**src/rtl/dqpi_pkg.sv**
```systemverilog
// ----------------------------------------------------------------------------
// dqpi_pkg
// Shared widths, register indexes and payload types of the d/q current PI
// controller.
// ----------------------------------------------------------------------------
package dqpi_pkg;

    localparam int DATA_W             = 16;
    localparam int GAIN_W             = 16;
    localparam int LIMIT_W            = 15;
    localparam int CFG_ADDR_W         = 4;
    localparam int CFG_DATA_W         = 16;
    localparam int CHUNK_W            = 16;
    localparam int GAIN_FRAC_BITS_DEF = 12;
    localparam int ACC_WIDTH_DEF      = 32;

    localparam logic [LIMIT_W-1:0] LIMIT_RESET = '1;

    // register indexes
    localparam logic [CFG_ADDR_W-1:0] REG_KP_D    = 4'd0;
    localparam logic [CFG_ADDR_W-1:0] REG_KI_D    = 4'd1;
    localparam logic [CFG_ADDR_W-1:0] REG_KC_D    = 4'd2;
    localparam logic [CFG_ADDR_W-1:0] REG_KP_Q    = 4'd3;
    localparam logic [CFG_ADDR_W-1:0] REG_KI_Q    = 4'd4;
    localparam logic [CFG_ADDR_W-1:0] REG_KC_Q    = 4'd5;
    localparam logic [CFG_ADDR_W-1:0] REG_LIMIT_D = 4'd6;
    localparam logic [CFG_ADDR_W-1:0] REG_LIMIT_Q = 4'd7;

    typedef struct packed {
        logic signed [DATA_W-1:0] id_ref;
        logic signed [DATA_W-1:0] id_meas;
        logic signed [DATA_W-1:0] iq_ref;
        logic signed [DATA_W-1:0] iq_meas;
    } dqpi_in_t;

    typedef struct packed {
        logic signed [DATA_W-1:0] ud;
        logic signed [DATA_W-1:0] uq;
        logic                     d_limited;
        logic                     q_limited;
    } dqpi_out_t;

    typedef struct packed {
        logic [GAIN_W-1:0]  kp_d;
        logic [GAIN_W-1:0]  ki_d;
        logic [GAIN_W-1:0]  kc_d;
        logic [GAIN_W-1:0]  kp_q;
        logic [GAIN_W-1:0]  ki_q;
        logic [GAIN_W-1:0]  kc_q;
        logic [LIMIT_W-1:0] limit_d;
        logic [LIMIT_W-1:0] limit_q;
    } dqpi_cfg_t;

endpackage

```
**src/rtl/dq_current_pi_antiwindup_unit.sv**
```systemverilog
// ----------------------------------------------------------------------------
// dq_current_pi_antiwindup_unit
// d/q current PI controllers with output clamp and back-calculation
// anti-windup, sharing one chunked multiplier under a small sequencer.
// ----------------------------------------------------------------------------
// Usage:
//   s_valid/s_ready/s_data take one item with both axes' reference and
//   measured currents; m_valid/m_ready/m_data give the clamped d and q
//   commands with their clamp flags, one result per item.
//   cfg_valid/cfg_ready/cfg_addr/cfg_data write the gains and limits; write
//   them only while no item is in flight. cfg_ready is always high.
//   Each axis takes three multiplies (kp*err, ki*err, kc*excess) in the one
//   shared multiplier, which works through NCH = ceil(UW/16) chunks of the
//   operand, UW = max(ACC_WIDTH, 33) + 1. An item runs the d axis and then
//   the q axis before m_valid is raised; a new item is accepted only after
//   the last one has left the sequencer. s_ready is high only between items.
//   The next item is accepted while a result still waits in the output
//   register; if the receiver stalls, the block finishes that next item
//   and then holds until the waiting result is taken.
//   Reset clears both integrators, zeroes the gains and sets the limits to
//   full scale.
// ----------------------------------------------------------------------------
module dq_current_pi_antiwindup_unit
    import dqpi_pkg::*;
#(
    parameter int GAIN_FRAC_BITS = GAIN_FRAC_BITS_DEF,
    parameter int ACC_WIDTH      = ACC_WIDTH_DEF
) (
    input  logic                  aclk,
    input  logic                  aresetn,
    input  logic                  s_valid,
    output logic                  s_ready,
    input  dqpi_in_t              s_data,
    output logic                  m_valid,
    input  logic                  m_ready,
    output dqpi_out_t             m_data,
    input  logic                  cfg_valid,
    output logic                  cfg_ready,
    input  logic [CFG_ADDR_W-1:0] cfg_addr,
    input  logic [CFG_DATA_W-1:0] cfg_data
);

    localparam int EW  = DATA_W + 1;
    localparam int PW0 = EW + GAIN_W;
    localparam int UW  = ((ACC_WIDTH > PW0) ? ACC_WIDTH : PW0) + 1;
    localparam int MPW = UW + GAIN_W;
    localparam int SW  = MPW + 1;

    localparam logic [31:0] DMAX32 = 32'((64'd1 << (DATA_W - 1)) - 64'd1);

    localparam logic [3:0] S_IDLE = 4'd0;
    localparam logic [3:0] S_MKP  = 4'd1;
    localparam logic [3:0] S_WKP  = 4'd2;
    localparam logic [3:0] S_LIM  = 4'd3;
    localparam logic [3:0] S_EXC  = 4'd4;
    localparam logic [3:0] S_WKI  = 4'd5;
    localparam logic [3:0] S_MKC  = 4'd6;
    localparam logic [3:0] S_WKC  = 4'd7;
    localparam logic [3:0] S_SAT  = 4'd8;
    localparam logic [3:0] S_DONE = 4'd9;

    dqpi_cfg_t cfg;

    logic [3:0]                  state_reg, state_next;
    logic                        sel_reg, sel_next;
    logic                        m_valid_reg, m_valid_next;
    dqpi_in_t                    in_reg, in_next;
    dqpi_out_t                   out_reg, out_next;
    logic signed [ACC_WIDTH-1:0] integ_d_reg, integ_d_next;
    logic signed [ACC_WIDTH-1:0] integ_q_reg, integ_q_next;
    logic signed [UW-1:0]        u_reg, u_next;
    logic signed [UW-1:0]        c_reg, c_next;
    logic signed [UW-1:0]        exc_reg, exc_next;
    logic                        flag_reg, flag_next;
    logic signed [SW-1:0]        acc_reg, acc_next;
    logic signed [DATA_W-1:0]    ud_reg, ud_next;
    logic                        dl_reg, dl_next;

    logic                        mul_start;
    logic [GAIN_W-1:0]           mul_gain;
    logic signed [UW-1:0]        mul_op;
    logic                        mul_done;
    logic signed [MPW-1:0]       mul_prod;

    logic signed [EW-1:0]        err;
    logic signed [ACC_WIDTH-1:0] integ_cur;
    logic [LIMIT_W-1:0]          limit_cur;
    logic [31:0]                 lim_ext, eff;
    logic signed [UW-1:0]        lims;
    logic signed [MPW-1:0]       term;
    logic signed [ACC_WIDTH-1:0] sat_val;
    logic signed [UW-1:0]        c_shift;
    logic                        ovf;

    dqpi_cfg_regs u_cfg (
        .aclk      (aclk),
        .aresetn   (aresetn),
        .cfg_valid (cfg_valid),
        .cfg_ready (cfg_ready),
        .cfg_addr  (cfg_addr),
        .cfg_data  (cfg_data),
        .cfg       (cfg)
    );

    dqpi_mul #(
        .OPW (UW)
    ) u_mul (
        .aclk    (aclk),
        .aresetn (aresetn),
        .start   (mul_start),
        .gain    (mul_gain),
        .operand (mul_op),
        .done    (mul_done),
        .product (mul_prod)
    );

    assign s_ready = (state_reg == S_IDLE);
    assign m_valid = m_valid_reg;
    assign m_data  = out_reg;

    // per-axis operands
    assign err = sel_reg ? (EW'(in_reg.iq_ref) - EW'(in_reg.iq_meas))
                         : (EW'(in_reg.id_ref) - EW'(in_reg.id_meas));
    assign integ_cur = sel_reg ? integ_q_reg : integ_d_reg;
    assign limit_cur = sel_reg ? cfg.limit_q : cfg.limit_d;

    // effective limit never exceeds the output range
    assign lim_ext = 32'(limit_cur);
    assign eff     = (lim_ext > DMAX32) ? DMAX32 : lim_ext;
    assign lims    = $signed(UW'(eff) << GAIN_FRAC_BITS);

    assign term    = mul_prod >>> GAIN_FRAC_BITS;
    assign c_shift = c_reg >>> GAIN_FRAC_BITS;

    // saturate when the bits above the integrator width disagree with its sign
    assign ovf     = !((&acc_reg[SW-1:ACC_WIDTH-1]) || !(|acc_reg[SW-1:ACC_WIDTH-1]));
    assign sat_val = ovf ? (acc_reg[SW-1] ? {1'b1, {(ACC_WIDTH-1){1'b0}}}
                                          : {1'b0, {(ACC_WIDTH-1){1'b1}}})
                         : acc_reg[ACC_WIDTH-1:0];

    assign mul_start = (state_reg == S_MKP) || (state_reg == S_EXC)
                       || (state_reg == S_MKC);

    always_comb begin
        mul_gain = sel_reg ? cfg.kp_q : cfg.kp_d;
        mul_op   = UW'(err);
        if (state_reg == S_EXC) begin
            mul_gain = sel_reg ? cfg.ki_q : cfg.ki_d;
        end else if (state_reg == S_MKC) begin
            mul_gain = sel_reg ? cfg.kc_q : cfg.kc_d;
            mul_op   = exc_reg;
        end
    end

    always_comb begin
        state_next   = state_reg;
        sel_next     = sel_reg;
        m_valid_next = m_valid_reg;
        in_next      = in_reg;
        out_next     = out_reg;
        integ_d_next = integ_d_reg;
        integ_q_next = integ_q_reg;
        u_next       = u_reg;
        c_next       = c_reg;
        exc_next     = exc_reg;
        flag_next    = flag_reg;
        acc_next     = acc_reg;
        ud_next      = ud_reg;
        dl_next      = dl_reg;

        if (m_valid_reg && m_ready) begin
            m_valid_next = 1'b0;
        end

        unique case (state_reg)
            S_IDLE: begin
                if (s_valid) begin
                    in_next    = s_data;
                    sel_next   = 1'b0;
                    state_next = S_MKP;
                end
            end
            S_MKP: begin
                state_next = S_WKP;
            end
            S_WKP: begin
                if (mul_done) begin
                    u_next     = UW'(integ_cur) + mul_prod[UW-1:0];
                    state_next = S_LIM;
                end
            end
            S_LIM: begin
                priority if (u_reg > lims) begin
                    c_next    = lims;
                    flag_next = 1'b1;
                end else if (u_reg < -lims) begin
                    c_next    = -lims;
                    flag_next = 1'b1;
                end else begin
                    c_next    = u_reg;
                    flag_next = 1'b0;
                end
                state_next = S_EXC;
            end
            S_EXC: begin
                exc_next   = u_reg - c_reg;
                state_next = S_WKI;
            end
            S_WKI: begin
                if (mul_done) begin
                    acc_next   = SW'(integ_cur) + SW'(mul_prod);
                    state_next = S_MKC;
                end
            end
            S_MKC: begin
                state_next = S_WKC;
            end
            S_WKC: begin
                if (mul_done) begin
                    acc_next   = acc_reg - SW'(term);
                    state_next = S_SAT;
                end
            end
            S_SAT: begin
                if (sel_reg) begin
                    integ_q_next = sat_val;
                    state_next   = S_DONE;
                end else begin
                    integ_d_next = sat_val;
                    ud_next      = c_shift[DATA_W-1:0];
                    dl_next      = flag_reg;
                    sel_next     = 1'b1;
                    state_next   = S_MKP;
                end
            end
            S_DONE: begin
                // hold until the previous result has left
                if (!m_valid_reg || m_ready) begin
                    out_next.ud        = ud_reg;
                    out_next.d_limited = dl_reg;
                    out_next.uq        = c_shift[DATA_W-1:0];
                    out_next.q_limited = flag_reg;
                    m_valid_next       = 1'b1;
                    sel_next           = 1'b0;
                    state_next         = S_IDLE;
                end
            end
            default: begin
                state_next = S_IDLE;
            end
        endcase
    end

    always_ff @(posedge aclk) begin
        if (!aresetn) begin
            state_reg   <= S_IDLE;
            sel_reg     <= 1'b0;
            m_valid_reg <= 1'b0;
            integ_d_reg <= '0;
            integ_q_reg <= '0;
        end else begin
            state_reg   <= state_next;
            sel_reg     <= sel_next;
            m_valid_reg <= m_valid_next;
            integ_d_reg <= integ_d_next;
            integ_q_reg <= integ_q_next;
        end
    end

    always_ff @(posedge aclk) begin
        in_reg   <= in_next;
        out_reg  <= out_next;
        u_reg    <= u_next;
        c_reg    <= c_next;
        exc_reg  <= exc_next;
        flag_reg <= flag_next;
        acc_reg  <= acc_next;
        ud_reg   <= ud_next;
        dl_reg   <= dl_next;
    end

    // multiplier results only arrive while the sequencer waits for them
    a_done_in_wait: assert property (@(posedge aclk) disable iff (!aresetn)
        mul_done |-> (state_reg == S_WKP || state_reg == S_WKI || state_reg == S_WKC))
        else $error("multiplier done outside a wait state");

    // an accepted item always starts on the d axis
    a_accept_starts_d: assert property (@(posedge aclk) disable iff (!aresetn)
        (s_valid && s_ready) |=> (state_reg == S_MKP && !sel_reg))
        else $error("item did not start on the d axis");

    // a result is loaded only from the final state after the q axis
    a_load_from_done: assert property (@(posedge aclk) disable iff (!aresetn)
        (state_reg == S_DONE) |-> sel_reg)
        else $error("done reached before the q axis");

    // the d-axis integrator only changes at the end of a d-axis pass
    a_integ_d_update: assert property (@(posedge aclk) disable iff (!aresetn)
        !$stable(integ_d_reg) |-> ($past(state_reg) == S_SAT && !$past(sel_reg)))
        else $error("d integrator changed outside its update");

endmodule

```
**src/rtl/dqpi_cfg_regs.sv**
```systemverilog
// ----------------------------------------------------------------------------
// dqpi_cfg_regs
// Gain and limit register file, written through the configuration channel.
// ----------------------------------------------------------------------------
module dqpi_cfg_regs
    import dqpi_pkg::*;
(
    input  logic                  aclk,
    input  logic                  aresetn,
    input  logic                  cfg_valid,
    output logic                  cfg_ready,
    input  logic [CFG_ADDR_W-1:0] cfg_addr,
    input  logic [CFG_DATA_W-1:0] cfg_data,
    output dqpi_cfg_t             cfg
);

    dqpi_cfg_t cfg_reg, cfg_next;

    assign cfg_ready = 1'b1;
    assign cfg       = cfg_reg;

    always_comb begin
        cfg_next = cfg_reg;
        if (cfg_valid) begin
            unique case (cfg_addr)
                REG_KP_D:    cfg_next.kp_d    = cfg_data[GAIN_W-1:0];
                REG_KI_D:    cfg_next.ki_d    = cfg_data[GAIN_W-1:0];
                REG_KC_D:    cfg_next.kc_d    = cfg_data[GAIN_W-1:0];
                REG_KP_Q:    cfg_next.kp_q    = cfg_data[GAIN_W-1:0];
                REG_KI_Q:    cfg_next.ki_q    = cfg_data[GAIN_W-1:0];
                REG_KC_Q:    cfg_next.kc_q    = cfg_data[GAIN_W-1:0];
                REG_LIMIT_D: cfg_next.limit_d = cfg_data[LIMIT_W-1:0];
                REG_LIMIT_Q: cfg_next.limit_q = cfg_data[LIMIT_W-1:0];
                default: begin
                    // unused index, write dropped
                    cfg_next = cfg_reg;
                end
            endcase
        end
    end

    always_ff @(posedge aclk) begin
        if (!aresetn) begin
            cfg_reg.kp_d    <= '0;
            cfg_reg.ki_d    <= '0;
            cfg_reg.kc_d    <= '0;
            cfg_reg.kp_q    <= '0;
            cfg_reg.ki_q    <= '0;
            cfg_reg.kc_q    <= '0;
            cfg_reg.limit_d <= LIMIT_RESET;
            cfg_reg.limit_q <= LIMIT_RESET;
        end else begin
            cfg_reg <= cfg_next;
        end
    end

endmodule

```
**src/rtl/dqpi_mul.sv**
```systemverilog
// ----------------------------------------------------------------------------
// dqpi_mul
// Shared multiplier: unsigned gain times signed operand, one 16-bit chunk of
// the operand magnitude per cycle, most significant chunk first.
// ----------------------------------------------------------------------------
module dqpi_mul
    import dqpi_pkg::*;
#(
    parameter int OPW = 34
) (
    input  logic                          aclk,
    input  logic                          aresetn,
    input  logic                          start,
    input  logic [GAIN_W-1:0]             gain,
    input  logic signed [OPW-1:0]         operand,
    output logic                          done,
    output logic signed [OPW+GAIN_W-1:0]  product
);

    localparam int NCH  = (OPW + CHUNK_W - 1) / CHUNK_W;
    localparam int MAGW = NCH * CHUNK_W;
    localparam int AW   = MAGW + GAIN_W;
    localparam int PRW  = OPW + GAIN_W;
    localparam int CW   = $clog2(NCH + 1);

    logic                  busy_reg, busy_next;
    logic                  done_reg, done_next;
    logic [CW-1:0]         cnt_reg, cnt_next;
    logic [MAGW-1:0]       mag_reg, mag_next;
    logic [AW-1:0]         acc_reg, acc_next;
    logic                  neg_reg, neg_next;
    logic [GAIN_W-1:0]     gain_reg, gain_next;
    logic signed [PRW-1:0] prod_reg, prod_next;

    logic [OPW-1:0]               op_mag;
    logic [GAIN_W+CHUNK_W-1:0]    part;

    assign op_mag = operand[OPW-1] ? OPW'(-operand) : OPW'(operand);
    assign part   = gain_reg * mag_reg[MAGW-1 -: CHUNK_W];

    assign done    = done_reg;
    assign product = prod_reg;

    always_comb begin
        busy_next = busy_reg;
        done_next = 1'b0;
        cnt_next  = cnt_reg;
        mag_next  = mag_reg;
        acc_next  = acc_reg;
        neg_next  = neg_reg;
        gain_next = gain_reg;
        prod_next = prod_reg;
        if (start) begin
            busy_next = 1'b1;
            cnt_next  = CW'(NCH);
            mag_next  = MAGW'(op_mag);
            acc_next  = '0;
            neg_next  = operand[OPW-1];
            gain_next = gain;
        end else if (busy_reg) begin
            if (cnt_reg != '0) begin
                acc_next = (acc_reg << CHUNK_W) + AW'(part);
                mag_next = mag_reg << CHUNK_W;
                cnt_next = cnt_reg - 1'b1;
            end else begin
                // apply the operand sign to the finished magnitude
                prod_next = neg_reg ? -$signed(acc_reg[PRW-1:0])
                                    : $signed(acc_reg[PRW-1:0]);
                done_next = 1'b1;
                busy_next = 1'b0;
            end
        end
    end

    always_ff @(posedge aclk) begin
        if (!aresetn) begin
            busy_reg <= 1'b0;
            done_reg <= 1'b0;
            cnt_reg  <= '0;
        end else begin
            busy_reg <= busy_next;
            done_reg <= done_next;
            cnt_reg  <= cnt_next;
        end
    end

    always_ff @(posedge aclk) begin
        mag_reg  <= mag_next;
        acc_reg  <= acc_next;
        neg_reg  <= neg_next;
        gain_reg <= gain_next;
        prod_reg <= prod_next;
    end

endmodule

```
**config.mk**
```make
export PLATFORM = sky130hd
export DESIGN_NAME = dq_current_pi_antiwindup_unit
export DESIGN_NICKNAME = d
export VERILOG_FILES = /design/src/rtl/dqpi_pkg.sv /design/src/rtl/dq_current_pi_antiwindup_unit.sv /design/src/rtl/dqpi_cfg_regs.sv /design/src/rtl/dqpi_mul.sv
export SDC_FILE = /design/constraint.sdc
export NUM_CORES = 2
export LEC_CHECK = 0
export BUFFER_PORTS_ARGS = -buffer_cell sky130_fd_sc_hd__buf_2
export CAP_MARGIN = 5
export CORE_MARGIN = 2
export CORE_UTILIZATION = 50
export DETAILED_ROUTE_END_ITERATION = 7
export GPL_TIMING_DRIVEN = 0
export PLACE_DENSITY = 0.66
export SYNTH_ARGS = -nofsm -noshare
export SYNTH_HDL_FRONTEND = slang
export SYNTH_SLANG_ARGS = --single-unit
```
**constraint.sdc**
```tcl
create_clock -name aclk -period 13.7 [get_ports aclk]
set_clock_uncertainty 0.05 [all_clocks]
set_input_delay 2.055 -clock aclk [delete_from_list [all_inputs] [get_ports aclk]]
set_output_delay 2.055 -clock aclk [all_outputs]
set_load 0.05 [all_outputs]
```
==> impl_metrics.yaml <==
timing:
  slew_headroom_pct: 12.09
  finalHoldViolCount: 0
  period_minus_slack_ns: 8.307
  clock.fmax_mhz: 120.4
  setup_ws_ns: 5.393
  drv_slew: 0
  setup_violations: 0
  worstMarginPinSlew_ns: 1.319
  finalCritPeriodShare_pct: 60.63
  whs_ns: 0.3696
  rsz0062_at_grt: "no"
  tns_ns: 0
global_route:
  grt_pass1_vias: 35260
  grtUsageTotal_pct: 28.74
  grt_antenna_before_repair: 9
  overflow: 0
  grt_start_max_net_pins: 65
  grt_pass1_wl_um: 207100
clock_network:
  clock_path_buffers: 3
  path_clk_slew_ns: 0.06
  clock_sinks: 634
  htreeDepth: 3
  clockRootBuffer: "clkbuf_16"
  cts_tree: "done"
  cts_buffers: 73
  insertion_delay_ns: 0.66
  cts-resized-gates: 0
  holdBufCountCts: 0
  cts_setup_buffers: 0
logic_synthesis:
  syn_area_per_cell_um2: 9.483
  ys_warn_count: 0
  ys_seq_area_share_pct: 35.87
  synth_edf_count: 370
  synth.distinct_cells: 87
  synth_nets: 5450
  syn-cell-area_mm2: 0.04571
  synthCells: 4820
  async_flop_share_pct: 0
  synth_seq_cells: 634
  yosys_most_used_dff: "edfxtp_1"
power:
  power_density_mw_per_mm2: 210.8
  p_total_mw: 10.63
  vdd.ir_drop.worst_mv: 0.3636
  p_leak_nw: 22.12
cells_and_area:
  syn2layout_area_growth_pct: 10.28
  largest_register_ffs: 126
  finalNetCount: 5641
  instances_no_fill: 6255
  drive_above_1_share_pct: 7.216
  stdcell_area_mm2: 0.05041
  final_core_util_pct: 55.83
worst_setup_path:
  crit_required_ns: 14.23
  cp-end-kind: "flop"
  startpoint_type: "flop"
  reg2reg_to: "u_mul.acc_reg[35]$_SDFFE_PN0P_"
  crit_arrival_ns: 8.83
  critPathMaxStageDelay_ns: 0.84
  cp_slowest_cell: "a2111oi_2"
  setup.worst_path.class: "flop to flop"
  r2r_slack_ns: 5.39
  reg2reg_depth: 23
  crit_fanout: 10
  r2r-start: "u_mul.mag_reg[35]$_SDFFE_PN0P_"
  crit_path_frequent_cell: "fa_1"
  crit_chain: "clkbuf_1 -> nand2_1 -> fa_1 -> fa_1 -> fa_1 -> fa_1 -> inv_1 -> fa_1 -> inv_1 -> fa_1 -> inv_1 -> ha_1 -> and3_1 -> a221o_1 -> a21oi_1 -> o21ai_0 -> a211oi_1 -> o21ai_1 -> a41o_1 -> a2111oi_2 -> nor2_1 -> and3_1 -> nor3_1"
  worstSetupEndpoint: "u_mul.acc_reg[35]$_SDFFE_PN0P_"
  cp-startpoint: "u_mul.mag_reg[35]$_SDFFE_PN0P_"
detailed_routing:
  drc: 0
  route.final.wire_length_um: 135100
  drt_iter0_markers: 3252
  ant_nets: 0
  wl_per_cell_um: 21.60
  via_per_inst: 5.778
  via_count: 36144
  first_pass_iters: 5
placed_design:
  dp.cells: 6112
  numPortBuffers: 106
  placed_area_mm2: 0.04792
  pre_cts_slack_ns: 5.516
  gp_congestion: 0.9704
  dp_hpwl_um: 106500
flow_run:
  cap_violations: 0
floorplanning:
  initial_utilization_pct: 50.62
  rows: 110
  dieArea_mm2: 0.09385
  die_w_um: 306.3
  core_area_mm2: 0.09029
  ios: 126
  die_h_um: 306.3
outcome:
  outcome: "completed"
hold_path:
  hold_class: "flop to flop"
-- how the worst min path moves through the flow --
stage / start / end / cells past startpoint / slack (ns)
floorplan: ud_reg[0]$_DFFE_PP_ / m_data[18]$_DFFE_PP_ / 0 / 0.35
global placement: ud_reg[6]$_DFFE_PP_ / m_data[24]$_DFFE_PP_ / 0 / 0.35
detailed placement: ud_reg[2]$_DFFE_PP_ / m_data[20]$_DFFE_PP_ / 0 / 0.36
CTS: ud_reg[8]$_DFFE_PP_ / m_data[26]$_DFFE_PP_ / 0 / 0.37
global route: dl_reg$_DFFE_PP_ / m_data[1]$_DFFE_PP_ / 0 / 0.38
finish: ud_reg[15]$_DFFE_PP_ / m_data[33]$_DFFE_PP_ / 0 / 0.37
-- per-layer routing --
metal	wire, um	up-vias	GRT usage (%)
met4	4493	2	9.827
met3	11340	223	6.166
met2	60400	1314	45.40
met1	58890	17486	39.16
li1	-	17119	-
met5	10	-	0
-- placed cells by master, fill, tap and decap left out, types with 96 or more instances in the layout --
| cell | n |
|---|---|
| a21o_1 | 107 |
| a21oi_1 | 318 |
| and2_1 | 166 |
| buf_2 | 112 |
| clkbuf_1 | 217 |
| dfxtp_1 | 264 |
| edfxtp_1 | 370 |
| fa_1 | 215 |
| ha_1 | 326 |
| inv_1 | 478 |
| mux2i_1 | 107 |
| nand2_1 | 621 |
| nor2_1 | 180 |
| nor2b_1 | 96 |
| o21ai_0 | 181 |
| xnor2_1 | 182 |
-- cell usage after synthesis (all sizes together) (96+ instances only) --
library cell / number / area [um^2]
fa: 215 / 4304
inv: 480 / 1802
o21ai: 183 / 915.9
nor2b: 96 / 600.6
a21o: 107 / 803.3
nor2: 184 / 690.7
edfxtp: 370 / 11110
and2: 167 / 1045
nand2: 623 / 2341
dfxtp: 264 / 5285
mux2i: 107 / 1071
xnor2: 182 / 1594
a21oi: 318 / 1592
ha: 326 / 4079
clkbuf: 202 / 758.2
-- report_power, final --
group | internal (mW) | total [mW] | switching [mW]
registers | 2.42 | 2.74 | 0.327
logic | 2.27 | 5.87 | 3.61
clock network | 1.16 | 2.01 | 0.849
-- logic make-up after synthesis --
kind of cell	after synthesis	share of synthesized area (%)
simple gates	1469	15.60
compound gates	1029	14.83
buf+inv	707	5.845
flops	634	35.87
fa+ha+maj	541	18.34
xor+xnor	257	4.925
mux	182	4.585
other cells	1	0.008205
-- worst max-delay path, delay by kind of cell, from the launching register on --
family,cells,cell delay [ns]
adder cells (fa/ha/maj),7,3.47
AO/OA/AOI/OAI,7,2.47
AND/OR/NAND/NOR,5,0.94
buffers and inverters,4,0.66
flip-flops,1,0.62
-- layout make-up --
cell class                      count  area [um^2]
Antenna cell                        7        17.52
Clock buffer                      101         2064
Fill cell                        8221        39880
Clock inverter                     35        402.9
Tap cell                         1176         1471
Timing Repair Buffer              116        704.4
Multi-Input combinational cell   3479        26680
Sequential cell                   634        16400
Inverter                          481         1805
Buffer                            226        868.3
No activity file was read; power rests on OpenSTA's default activity.
